<file path="config.mk">
export PLATFORM = sky130hd
export DESIGN_NAME = timestamp_ordered_request_queue
export DESIGN_NICKNAME = d
export VERILOG_FILES = /design/src/hw/rtl/torq_pkg.sv /design/src/hw/rtl/torq_controller.sv /design/src/hw/rtl/torq_datapath.sv /design/src/hw/rtl/timestamp_ordered_request_queue.sv
export VERILOG_INCLUDE_DIRS = /design/src /design/src/hw/rtl
export SDC_FILE = /design/constraint.sdc
export NUM_CORES = 1
export LEC_CHECK = 0
export BUFFER_PORTS_ARGS = -buffer_cell sky130_fd_sc_hd__buf_2
export CAP_MARGIN = 20
export CORE_MARGIN = 4
export CORE_UTILIZATION = 62
export DETAILED_ROUTE_END_ITERATION = 6
export PLACE_DENSITY_LB_ADDON = 0.2
export SLEW_MARGIN = 0
export SYNTH_ARGS = -nofsm -noshare
export SYNTH_HDL_FRONTEND = slang
export SYNTH_HIERARCHICAL = 1
export SYNTH_SLANG_ARGS = --single-unit
</file>
<file path="constraint.sdc">
create_clock -name clk -period 8.06 [get_ports clk]
set_clock_uncertainty 0.2 [all_clocks]
set_input_delay 1.612 -clock clk [delete_from_list [all_inputs] [get_ports clk]]
set_output_delay 1.612 -clock clk [all_outputs]
set_load 0.05 [all_outputs]
</file>
<file path="src/hw/rtl/assert_macros.svh">
// concurrent assertion helpers
`ifndef ASSERT_MACROS_SVH
`define ASSERT_MACROS_SVH

// same-cycle implication
`define ASSERT_IMPL(lbl, clk, rst_n, ante, cons) \
  lbl: assert property (@(posedge clk) disable iff (!rst_n) (ante) |-> (cons)) \
    else $error("assertion failed");

// next-cycle implication
`define ASSERT_NEXT(lbl, clk, rst_n, ante, cons) \
  lbl: assert property (@(posedge clk) disable iff (!rst_n) (ante) |=> (cons)) \
    else $error("assertion failed");

`endif

</file>
<file path="src/hw/rtl/torq_pkg.sv">
package torq_pkg;

  localparam int QUEUE_DEPTH = 16;
  localparam int IDX_W       = $clog2(QUEUE_DEPTH);
  localparam int CNT_W       = $clog2(QUEUE_DEPTH + 1);

  localparam int REQ_W       = 4;
  localparam int STAMP_W     = 15;
  localparam int CFG_W       = 5;
  localparam int CFG_IDX_W   = 1;

  localparam logic [CFG_IDX_W-1:0] REG_OWN_PROCESS   = 1'b0;
  localparam logic [CFG_IDX_W-1:0] REG_PROCESS_COUNT = 1'b1;

  localparam logic [CFG_W-1:0] PROCESS_COUNT_RESET = 5'd16;

  localparam logic OP_INSERT  = 1'b0;
  localparam logic OP_RELEASE = 1'b1;

  typedef struct packed {
    logic load;
    logic compare;
    logic update;
  } dp_cmd_t;

endpackage

</file>
<file path="src/hw/rtl/torq_controller.sv">
`include "assert_macros.svh"

module torq_controller (
  input  logic              clk,
  input  logic              rst_n,
  input  logic              start,
  output logic              busy,
  output torq_pkg::dp_cmd_t cmd,
  output logic              out_strobe
);
  import torq_pkg::*;

  typedef enum logic [1:0] {
    ST_IDLE,
    ST_COMPARE,
    ST_UPDATE
  } state_t;

  state_t state_r, state_nxt;
  logic   strobe_r, strobe_nxt;

  always_comb begin
    state_nxt  = state_r;
    strobe_nxt = 1'b0;
    case (state_r)
      ST_IDLE: begin
        if (start) state_nxt = ST_COMPARE;
      end
      ST_COMPARE: begin
        state_nxt = ST_UPDATE;
      end
      ST_UPDATE: begin
        state_nxt  = ST_IDLE;
        strobe_nxt = 1'b1;
      end
      default: begin
        state_nxt = ST_IDLE;
      end
    endcase
  end

  always_ff @(posedge clk) begin
    if (!rst_n) begin
      state_r  <= ST_IDLE;
      strobe_r <= 1'b0;
    end else begin
      state_r  <= state_nxt;
      strobe_r <= strobe_nxt;
    end
  end

  assign busy        = (state_r != ST_IDLE);
  assign cmd.load    = start && (state_r == ST_IDLE);
  assign cmd.compare = (state_r == ST_COMPARE);
  assign cmd.update  = (state_r == ST_UPDATE);
  assign out_strobe  = strobe_r;

  `ASSERT_IMPL(a_accept_gives_word, clk, rst_n, start && !busy, ##3 out_strobe)
  `ASSERT_NEXT(a_accept_goes_busy, clk, rst_n, start && !busy, busy && !out_strobe)

endmodule

</file>
<file path="src/hw/rtl/torq_datapath.sv">
module torq_datapath (
  input  logic                            clk,
  input  logic                            rst_n,
  input  torq_pkg::dp_cmd_t               cmd,
  input  logic                            in_opcode,
  input  logic [torq_pkg::REQ_W-1:0]      in_requester,
  input  logic [torq_pkg::STAMP_W-1:0]    in_request_stamp,
  input  logic                            cfg_we,
  input  logic [torq_pkg::CFG_IDX_W-1:0]  cfg_index,
  input  logic [torq_pkg::CFG_W-1:0]      cfg_data,
  output logic                            out_must_wait,
  output logic                            out_send_reply,
  output logic                            out_head_valid,
  output logic [torq_pkg::REQ_W-1:0]      out_head_requester,
  output logic                            out_dropped
);
  import torq_pkg::*;

  logic [REQ_W-1:0]   own_r;
  logic [CFG_W-1:0]   count_r;
  logic [CNT_W-1:0]   n_c;
  logic [IDX_W-1:0]   tail_idx;

  logic               op_r;
  logic [REQ_W-1:0]   req_r;
  logic [STAMP_W-1:0] stamp_r;

  logic [QUEUE_DEPTH-1:0] valid_r, valid_nxt;
  logic [REQ_W-1:0]       slot_req_r   [QUEUE_DEPTH];
  logic [STAMP_W-1:0]     slot_stamp_r [QUEUE_DEPTH];
  logic [REQ_W-1:0]       slot_req_nxt   [QUEUE_DEPTH];
  logic [STAMP_W-1:0]     slot_stamp_nxt [QUEUE_DEPTH];

  logic [QUEUE_DEPTH-1:0] stop_c, stop_r, neg_c, first_c, after_c;
  logic                   full_pass;
  logic                   drop_c, reply_c;

  logic must_wait_r, send_reply_r, head_valid_r, dropped_r;
  logic [REQ_W-1:0] head_req_r;

  // configuration
  always_ff @(posedge clk) begin
    if (!rst_n) begin
      own_r   <= '0;
      count_r <= PROCESS_COUNT_RESET;
    end else if (cfg_we) begin
      case (cfg_index)
        REG_OWN_PROCESS:   own_r   <= cfg_data[REQ_W-1:0];
        REG_PROCESS_COUNT: count_r <= cfg_data;
        default: ;
      endcase
    end
  end

  // slots in use, saturated
  always_comb begin
    if (count_r == '0) begin
      n_c = CNT_W'(1);
    end else if (int'(count_r) > QUEUE_DEPTH) begin
      n_c = CNT_W'(QUEUE_DEPTH);
    end else begin
      n_c = CNT_W'(count_r);
    end
  end
  assign tail_idx = IDX_W'(n_c - CNT_W'(1));

  // input word latch
  always_ff @(posedge clk) begin
    if (cmd.load) begin
      op_r    <= in_opcode;
      req_r   <= in_requester;
      stamp_r <= in_request_stamp;
    end
  end

  // per-slot compare
  always_comb begin
    for (int k = 0; k < QUEUE_DEPTH; k++) begin
      stop_c[k] = (CNT_W'(k) < n_c) &&
                  !(valid_r[k] &&
                    ((slot_stamp_r[k] < stamp_r) ||
                     ((slot_stamp_r[k] == stamp_r) && (slot_req_r[k] < req_r))));
    end
  end

  always_ff @(posedge clk) begin
    if (cmd.compare) stop_r <= stop_c;
  end

  // insert position: first stop and everything at or after it
  assign neg_c     = '0 - stop_r;
  assign first_c   = stop_r & neg_c;
  assign after_c   = stop_r | neg_c;
  assign full_pass = (stop_r == '0);

  always_comb begin
    for (int k = 0; k < QUEUE_DEPTH; k++) begin
      valid_nxt[k]      = valid_r[k];
      slot_req_nxt[k]   = slot_req_r[k];
      slot_stamp_nxt[k] = slot_stamp_r[k];
    end
    if (op_r == OP_INSERT) begin
      if (!full_pass) begin
        for (int k = 0; k < QUEUE_DEPTH; k++) begin
          if (first_c[k]) begin
            valid_nxt[k]      = 1'b1;
            slot_req_nxt[k]   = req_r;
            slot_stamp_nxt[k] = stamp_r;
          end
        end
        for (int k = 1; k < QUEUE_DEPTH; k++) begin
          if (after_c[k] && !first_c[k] && (CNT_W'(k) < n_c)) begin
            valid_nxt[k]      = valid_r[k-1];
            slot_req_nxt[k]   = slot_req_r[k-1];
            slot_stamp_nxt[k] = slot_stamp_r[k-1];
          end
        end
      end
    end else begin
      for (int k = 0; k < QUEUE_DEPTH - 1; k++) begin
        if (CNT_W'(k) < n_c - CNT_W'(1)) begin
          valid_nxt[k]      = valid_r[k+1];
          slot_req_nxt[k]   = slot_req_r[k+1];
          slot_stamp_nxt[k] = slot_stamp_r[k+1];
        end
      end
      valid_nxt[tail_idx]      = 1'b0;
      slot_req_nxt[tail_idx]   = '0;
      slot_stamp_nxt[tail_idx] = '0;
    end
  end

  assign drop_c  = (op_r == OP_INSERT) && (full_pass || valid_r[tail_idx]);
  assign reply_c = (op_r == OP_INSERT) && (req_r != own_r);

  always_ff @(posedge clk) begin
    if (!rst_n) begin
      valid_r <= '0;
    end else if (cmd.update) begin
      valid_r <= valid_nxt;
    end
  end

  always_ff @(posedge clk) begin
    if (cmd.update) begin
      for (int k = 0; k < QUEUE_DEPTH; k++) begin
        slot_req_r[k]   <= slot_req_nxt[k];
        slot_stamp_r[k] <= slot_stamp_nxt[k];
      end
    end
  end

  // result word
  always_ff @(posedge clk) begin
    if (cmd.update) begin
      head_valid_r <= valid_nxt[0];
      head_req_r   <= valid_nxt[0] ? slot_req_nxt[0] : '0;
      must_wait_r  <= valid_nxt[0] && (slot_req_nxt[0] != own_r);
      send_reply_r <= reply_c;
      dropped_r    <= drop_c;
    end
  end

  assign out_must_wait      = must_wait_r;
  assign out_send_reply     = send_reply_r;
  assign out_head_valid     = head_valid_r;
  assign out_head_requester = head_req_r;
  assign out_dropped        = dropped_r;

endmodule

</file>
<file path="src/hw/rtl/timestamp_ordered_request_queue.sv">
// the input word is captured at the accepting edge, then the slot compare and the shift update follow,
// the update registering the result word; a new word is accepted only while the queue is not busy
// the per-slot compare result is registered before the shift step
// results stand for one cycle under out_strobe; the receiver cannot stall
// synchronous active-low reset empties the queue, own_process 0, process_count 16
`include "assert_macros.svh"

module timestamp_ordered_request_queue (
  input  logic                            clk,
  input  logic                            rst_n,
  input  logic                            start,
  output logic                            busy,
  input  logic                            in_opcode,
  input  logic [torq_pkg::REQ_W-1:0]      in_requester,
  input  logic [torq_pkg::STAMP_W-1:0]    in_request_stamp,
  input  logic                            cfg_we,
  input  logic [torq_pkg::CFG_IDX_W-1:0]  cfg_index,
  input  logic [torq_pkg::CFG_W-1:0]      cfg_data,
  output logic                            out_strobe,
  output logic                            out_must_wait,
  output logic                            out_send_reply,
  output logic                            out_head_valid,
  output logic [torq_pkg::REQ_W-1:0]      out_head_requester,
  output logic                            out_dropped
);
  import torq_pkg::*;

  dp_cmd_t cmd;

  torq_controller u_ctrl (
    .clk        (clk),
    .rst_n      (rst_n),
    .start      (start),
    .busy       (busy),
    .cmd        (cmd),
    .out_strobe (out_strobe)
  );

  torq_datapath u_dp (
    .clk                (clk),
    .rst_n              (rst_n),
    .cmd                (cmd),
    .in_opcode          (in_opcode),
    .in_requester       (in_requester),
    .in_request_stamp   (in_request_stamp),
    .cfg_we             (cfg_we),
    .cfg_index          (cfg_index),
    .cfg_data           (cfg_data),
    .out_must_wait      (out_must_wait),
    .out_send_reply     (out_send_reply),
    .out_head_valid     (out_head_valid),
    .out_head_requester (out_head_requester),
    .out_dropped        (out_dropped)
  );

  `ASSERT_IMPL(a_drop_needs_head, clk, rst_n, out_strobe && out_dropped, out_head_valid)
  `ASSERT_IMPL(a_wait_needs_head, clk, rst_n, out_strobe && out_must_wait, out_head_valid)

endmodule
</file>
# Word-level counts from Yosys, hierarchy flattened

Memory sizes are Yosys's and may differ from the RTL's.
Index checks and enable logic that the tools add are counted.

Add/subtract/negate cells: 2
Multiply operators: 0
Div/mod/pow operators: 0
Order comparisons: 68
Equality and inequality tests: 22
Shift-type cells: 0
Muxes and demuxes: 203
Bitwise operators: 11
Reductions and logical operators: 168

Operators with widths:

| cell                                               | count |
|---|---|
| two-way mux 15 bit                                 | 62 |
| two-way mux 240 bit                                | 2 |
| two-way mux 4 bit                                  | 62 |
| bitwise AND 240 bit                                | 1 |
| == test 15 bit                                     | 16 |
| < comparator 15 bit                                | 16 |
| NOT 240 bit                                        | 1 |
| two-way mux 64 bit                                 | 2 |
| logical AND 1 bit                                  | 84 |
| < comparator 4 x 5 -> 1 bit (first input constant) | 15 |
| two-way mux 1 bit                                  | 65 |
| bitwise AND 64 bit                                 | 1 |
| < comparator 4 bit                                 | 16 |
| NOT 64 bit                                         | 1 |
| demux 15 bit (select 4 bit)                        | 1 |
| AND reduction 3 bit                                | 15 |
| nonzero test 3 bit                                 | 15 |
| < comparator 3 x 5 -> 1 bit (first input constant) | 8 |
| bitwise AND 16 bit                                 | 2 |
| two-way mux 16 bit                                 | 2 |
| logical NOT 1 bit                                  | 31 |
| < comparator 1 x 5 -> 1 bit (first input constant) | 4 |
| < comparator 2 x 5 -> 1 bit (first input constant) | 4 |
| logical OR 1 bit                                   | 17 |
| other kinds (27)                                   | 31 |

Register bits: 72
Bits in latches: 0
Bits in writable memories: 304
ROM bits: 0
Input port bits: 30
Logic and storage cells: 505
Memories: 2

Memory list:

| memory            | words | width | read ports | clocked after Yosys merged registers in | wr ports | RTL line            | source |
|---|---|---|---|---|---|---|---|
| u_dp.slot_stamp_r | 16    | 15    | 16         | 0                                       | 16       | torq_datapath.sv:30 | `logic [STAMP_W-1:0] slot_stamp_r [QUEUE_DEPTH];` |
| u_dp.slot_req_r   | 16    | 4     | 16         | 0                                       | 16       | torq_datapath.sv:29 | `logic [REQ_W-1:0] slot_req_r [QUEUE_DEPTH];` |

# Depth between registers and ports, before layout

Word-level depth: 14
Mapped depth: 14

# Hierarchy

Netlist, hierarchy kept.

By module, submodules not included:

| module          | times used | cells an instance | area an instance (sq um) | sequential area each (sq um) |
|---|---|---|---|---|
| torq_datapath   | 1          | 2754              | 28028.1                  | 10950.5 |
| torq_controller | 1          | 12                | 138.9                    | 60.1 |

# Worst setup path before layout

OpenSTA, ideal clock, no wires.

Path type: register -> register
Start point: register u_dp.stop_r[2]
End point: register u_dp.valid_r[12]
Arrival time: 3.582 ns
Required time: 7.736 ns
Slack: 4.153 ns
Stages on the path, launching flop included: 8
Buffers on the path: 1
Clock period less this slack: 3.907 ns
Path through: edfxtp_1 > or4_1 > buf_2 > nor3_4 > a211oi_1 > a311oi_1 > o21a_1 > o32ai_1

Cells in the longest elaborated chain, start to end: 8

RTL lines:

| what                            | RTL line             | source |
|---|---|---|
| start, declared                 | torq_datapath.sv:34  | `logic [QUEUE_DEPTH-1:0] stop_c, stop_r, neg_c, first_c, after_c;` |
| start signal, assigned          | torq_datapath.sv:87  | `if (cmd.compare) stop_r <= stop_c;` |
| subtractor 1 x 16 -> 16 bit     | torq_datapath.sv:91  | `assign neg_c = '0 - stop_r;` |
| bitwise AND 16 bit              | torq_datapath.sv:92  | `assign first_c = stop_r & neg_c;` |
| logical NOT 1 bit               | torq_datapath.sv:112 | `if (after_c[k] && !first_c[k] && (CNT_W'(k) < n_c)) begin` |
| logical AND 1 bit (2 in series) | torq_datapath.sv:112 |  |
| two-way mux 1 bit               | torq_datapath.sv:112 |  |
| two-way mux 16 bit              | torq_datapath.sv:103 | `if (!full_pass) begin` |
| two-way mux 16 bit              | torq_datapath.sv:102 | `if (op_r == OP_INSERT) begin` |
| end signal, assigned            | torq_datapath.sv:140 | `valid_r <= valid_nxt;` |
| end, declared                   | torq_datapath.sv:28  | `logic [QUEUE_DEPTH-1:0] valid_r, valid_nxt;` |

Parallel ways exist; a longest one is shown, timed or not. The select of a mux whose other input is x is not followed.
A chain may end at the register's enable or synchronous reset.

==> flow_results.xml <==
<?xml version="1.0" encoding="UTF-8"?>
<metrics>
  <group name="detailed_routing">
    <metric name="drt-pass1-iter-count" unit="">7</metric>
    <metric name="wl_per_cell" unit="µm">28.2</metric>
    <metric name="routed_wirelength" unit="µm">95300</metric>
    <metric name="first_iter_violations" unit="">2800</metric>
    <metric name="routed-via-count" unit="">24500</metric>
    <metric name="detail_route.drc_violations" unit="">0</metric>
    <metric name="detail-route-antenna-nets" unit="">0</metric>
    <metric name="post_drt_via_cell_ratio" unit="">7.25</metric>
  </group>
  <group name="clock_tree">
    <metric name="cts_num_sinks" unit="">376</metric>
    <metric name="ctsHtreeMaxLevel" unit="">2</metric>
    <metric name="clkTransAtPathRegs" unit="ns">0.06</metric>
    <metric name="tritoncts" unit="">yes</metric>
    <metric name="clock_tree.buffer_depth" unit="">3</metric>
    <metric name="cts_resized" unit="">0</metric>
    <metric name="cts_root_buffer" unit="">clkbuf_16</metric>
    <metric name="cts_inserted_buffers" unit="">43</metric>
    <metric name="cts_hold_repair.buffers" unit="">0</metric>
    <metric name="postCtsSetupRepairBufs" unit="">0</metric>
    <metric name="clkLatencyLatePin" unit="ns">0.60</metric>
  </group>
  <group name="sta">
    <metric name="final_hold_viol_count" unit="">0</metric>
    <metric name="worst_slew_pin_slew" unit="ns">1.18</metric>
    <metric name="setup-tns-final" unit="ns">0</metric>
    <metric name="finalCritPeriodShare" unit="">0.613</metric>
    <metric name="max_slew_margin" unit="">0.210</metric>
    <metric name="grt_setup_unrepaired" unit="">no</metric>
    <metric name="final.min_clock_period" unit="ns">4.94</metric>
    <metric name="max_freq" unit="MHz">202</metric>
    <metric name="slew_viol_final" unit="">0</metric>
    <metric name="final-setup-viol-count" unit="">0</metric>
  </group>
  <group name="logic_synthesis">
    <metric name="post-synth-top-area-fraction" unit="">0.371</metric>
    <metric name="dominantRegCellSynth" unit="">edfxtp_1</metric>
    <metric name="netlist.top_cell.by_area" unit="">edfxtp_1</metric>
    <metric name="post_synth_instance_area" unit="mm²">0.0282</metric>
    <metric name="syn_area_per_cell" unit="µm²">10.2</metric>
    <metric name="yosysSeqAreaShare" unit="">0.391</metric>
    <metric name="yosys_warnings" unit="">6</metric>
    <metric name="post_synth_edffs" unit="">348</metric>
    <metric name="synthesis.instances" unit="">2766</metric>
    <metric name="synth_cell_type_count" unit="">81</metric>
    <metric name="synth-async-reset-ratio" unit="">0</metric>
    <metric name="postSynthNetCount" unit="">3090</metric>
    <metric name="synth_seq_cells" unit="">376</metric>
    <metric name="post_synth_main_area_contributors" unit="">edfxtp_1, mux2i_1, ha_1</metric>
  </group>
  <group name="power_and_ir_drop">
    <metric name="power_per_cell_area" unit="mW/mm²">172</metric>
    <metric name="p_leak" unit="nW">12.5</metric>
    <metric name="ir_worst_vdd" unit="µV">200</metric>
  </group>
  <group name="place">
    <metric name="postPlaceCellArea" unit="mm²">0.0292</metric>
    <metric name="final_hpwl_dp" unit="µm">65900</metric>
    <metric name="gpl.final_weighted_congestion" unit="">0.952</metric>
    <metric name="io_buffers" unit="">39</metric>
  </group>
  <group name="critical_path">
    <metric name="worst_r2r_startpoint" unit="">u_dp/count_r[3]</metric>
    <metric name="worstPathMaxFanout" unit="">24</metric>
    <metric name="r2r_cells" unit="">12</metric>
    <metric name="cp-end-kind" unit="">register</metric>
    <metric name="cp-start-kind" unit="">register</metric>
    <metric name="timing.critical_path.arrival" unit="ns">5.04</metric>
    <metric name="worstReg2RegEnd" unit="">u_dp/slot_stamp_r[1][91]</metric>
    <metric name="critPathRequiredTime" unit="ns">8.16</metric>
    <metric name="reg2reg_slack" unit="ns">3.12</metric>
    <metric name="critical_path_class" unit="">reg2reg</metric>
  </group>
  <group name="grt">
    <metric name="grt_pass1_vias" unit="">24400</metric>
    <metric name="final_global_route_overflow_total" unit="">0</metric>
    <metric name="track_usage" unit="">0.371</metric>
    <metric name="grt_first_pass_wirelength" unit="µm">143000</metric>
    <metric name="antenna_found_initial" unit="">2</metric>
    <metric name="largest_net_degree_at_the_start_of_global_routing" unit="">182</metric>
  </group>
  <group name="floorplan">
    <metric name="boundaryPins" unit="">40</metric>
    <metric name="core_region_area" unit="mm²">0.0446</metric>
    <metric name="die_height" unit="µm">221</metric>
    <metric name="initial_core_util" unit="">0.631</metric>
    <metric name="die_area" unit="mm²">0.0489</metric>
    <metric name="core.rowCount" unit="">77</metric>
    <metric name="floorplan.die.width" unit="µm">221</metric>
  </group>
  <group name="outcome">
    <metric name="result_of_the_run" unit="">finished, final reports clean</metric>
  </group>
  <group name="layout">
    <metric name="final_area" unit="mm²">0.0306</metric>
    <metric name="drive_gt1_frac" unit="">0.0921</metric>
    <metric name="fin_nets" unit="">3080</metric>
    <metric name="flow.area_growth_from_synthesis" unit="%">8.79</metric>
  </group>
  <group name="run">
    <metric name="drv_cap" unit="">0</metric>
  </group>
  <group name="hold_path">
    <metric name="min_from" unit="">u_dp/slot_req_r[1][30]</metric>
    <metric name="worst_hold_path.num_cells" unit="">2</metric>
    <metric name="hold_path.class" unit="">reg2reg</metric>
    <metric name="worst_hold_path.endpoint" unit="">u_dp/slot_req_r[1][30]</metric>
  </group>
</metrics>
-- layout make-up --
cell class / count / area [µm²]
Antenna cell: 1 / 2.50
Multi-Input combinational cell: 2124 / 16200
Clock inverter: 20 / 203
Sequential cell: 376 / 11000
Fill cell: 3411 / 14000
Clock buffer: 58 / 1210
Tap cell: 592 / 741
Timing Repair Buffer: 127 / 946
Inverter: 84 / 315
-- state kept, by name, indices dropped and copies added (netlist names) --
signal,cells
u_ctrl/state_r,2
u_dp/out_dropped,1
u_dp/valid_r,16
u_dp/slot_req_r,64
u_dp/count_r,5
u_dp/out_send_reply,1
u_dp/own_r,4
u_dp/op_r,1
u_dp/slot_stamp_r,240
u_dp/out_must_wait,1
u_ctrl/out_strobe,1
u_dp/out_head_requester,4
u_dp/stamp_r,15
u_dp/stop_r,16
u_dp/req_r,4
u_dp/out_head_valid,1
-- cells in the final DEF, fill, tap and decap left out, types with 45 or more instances in the layout --
cell and n:
buf_4 80, mux2i_1 429, ha_1 294, inv_1 74, clkbuf_16 45, edfxtp_1 348
a21oi_1 226, a21o_1 53, nand4_1 49, nor2_1 200, o22ai_1 280, nand2_1 106
nor2b_1 59, o21ai_0 113
-- how the worst max path moves through the flow --
stage                         start                        to  cells after the start
finish              u_dp/count_r[3]  u_dp/slot_stamp_r[1][91]                     12
global route        u_dp/count_r[3]  u_dp/slot_stamp_r[1][94]                     12
CTS                 u_dp/count_r[3]  u_dp/slot_stamp_r[1][91]                     12
detailed placement  u_dp/count_r[3]  u_dp/slot_stamp_r[1][92]                     12
global placement    u_dp/count_r[3]  u_dp/slot_stamp_r[1][92]                     12
floorplan            u_dp/stop_r[2]          u_dp/valid_r[12]                      7
-- power by group --
part | leakage [nW] | internal (mW) | switching [mW]
Combinational | 8.37 | 0.352 | 0.606
Sequential | 3.41 | 2.22 | 0.0779
Clock | 0.694 | 1.18 | 0.844
Total | 12.5 | 3.76 | 1.53
-- kinds of logic after synthesis --
logic type | Yosys count | synth area share
AND/OR/NAND/NOR | 532 | 0.0916
buffers and inverters | 266 | 0.0387
AO/OA/AOI/OAI | 855 | 0.189
flip-flops | 376 | 0.391
adder cells (fa/ha/maj) | 294 | 0.131
XOR/XNOR | 5 | 0.00155
multiplexers | 438 | 0.158
-- metrics by stage --
| step | setup slack [ns] | util | power (mW) | cells | hold slack (ns) |
|---|---|---|---|---|---|
| finish | 3.12 | 0.687 | 5.29 | 3382 | 0.416 |
| global route | 2.86 | 0.687 | 5.44 | 3381 | 0.427 |
| CTS | 3.24 | 0.686 | 5.26 | 3378 | 0.402 |
| detailed placement | 3.23 | 0.654 | 3.26 | 3300 | 0.393 |
| global placement | 3.34 | 0.652 | 3.21 | 3295 | 0.371 |
| floorplan | 4.15 | - | 2.95 | 2766 | 0.285 |
-- synth_stat cells (6+ instances only) --
master and number:
nand3_1 26, nor2_1 206, o31ai_1 9, clkbuf_1 123, buf_2 46, o2111ai_1 17, nor4_1 10, a221o_1 14
buf_4 9, dfxtp_1 28, ha_1 294, nand2_1 106, edfxtp_1 348, mux2i_1 429, nor4b_1 10, o32ai_1 6
o21ai_1 12, o22ai_1 280, a2bb2oi_1 6, inv_1 74, clkinv_1 9, or2_2 9, nor2b_1 59, a21o_1 53
a21oi_1 231, o21a_1 36, nor3_1 14, nand4_1 49, o21ai_0 115, a31oi_1 19, nand2b_1 16
-- routing by layer --
metal	track usage	routed length, µm	vias to the layer above
met2	0.604	44200	1517
met4	0.242	7170	0
met5	0	0	-
met1	0.456	35200	11800
met3	0.0657	8760	450
li1	-	-	10700
-- worst max-delay path: stages (launching register included) --
cell and delay [ns]:
dfxtp_1 0.90, nor3_1 0.20, o21a_1 0.41, inv_1 0.26, ha_1 0.41, nor2b_1 0.61
o22a_1 0.34, nor2_2 0.04, buf_4 0.25, a31oi_2 0.25, buf_4 0.40, mux2i_1 0.26
o22ai_1 0.09
Power figures use the tool's default switching activity.
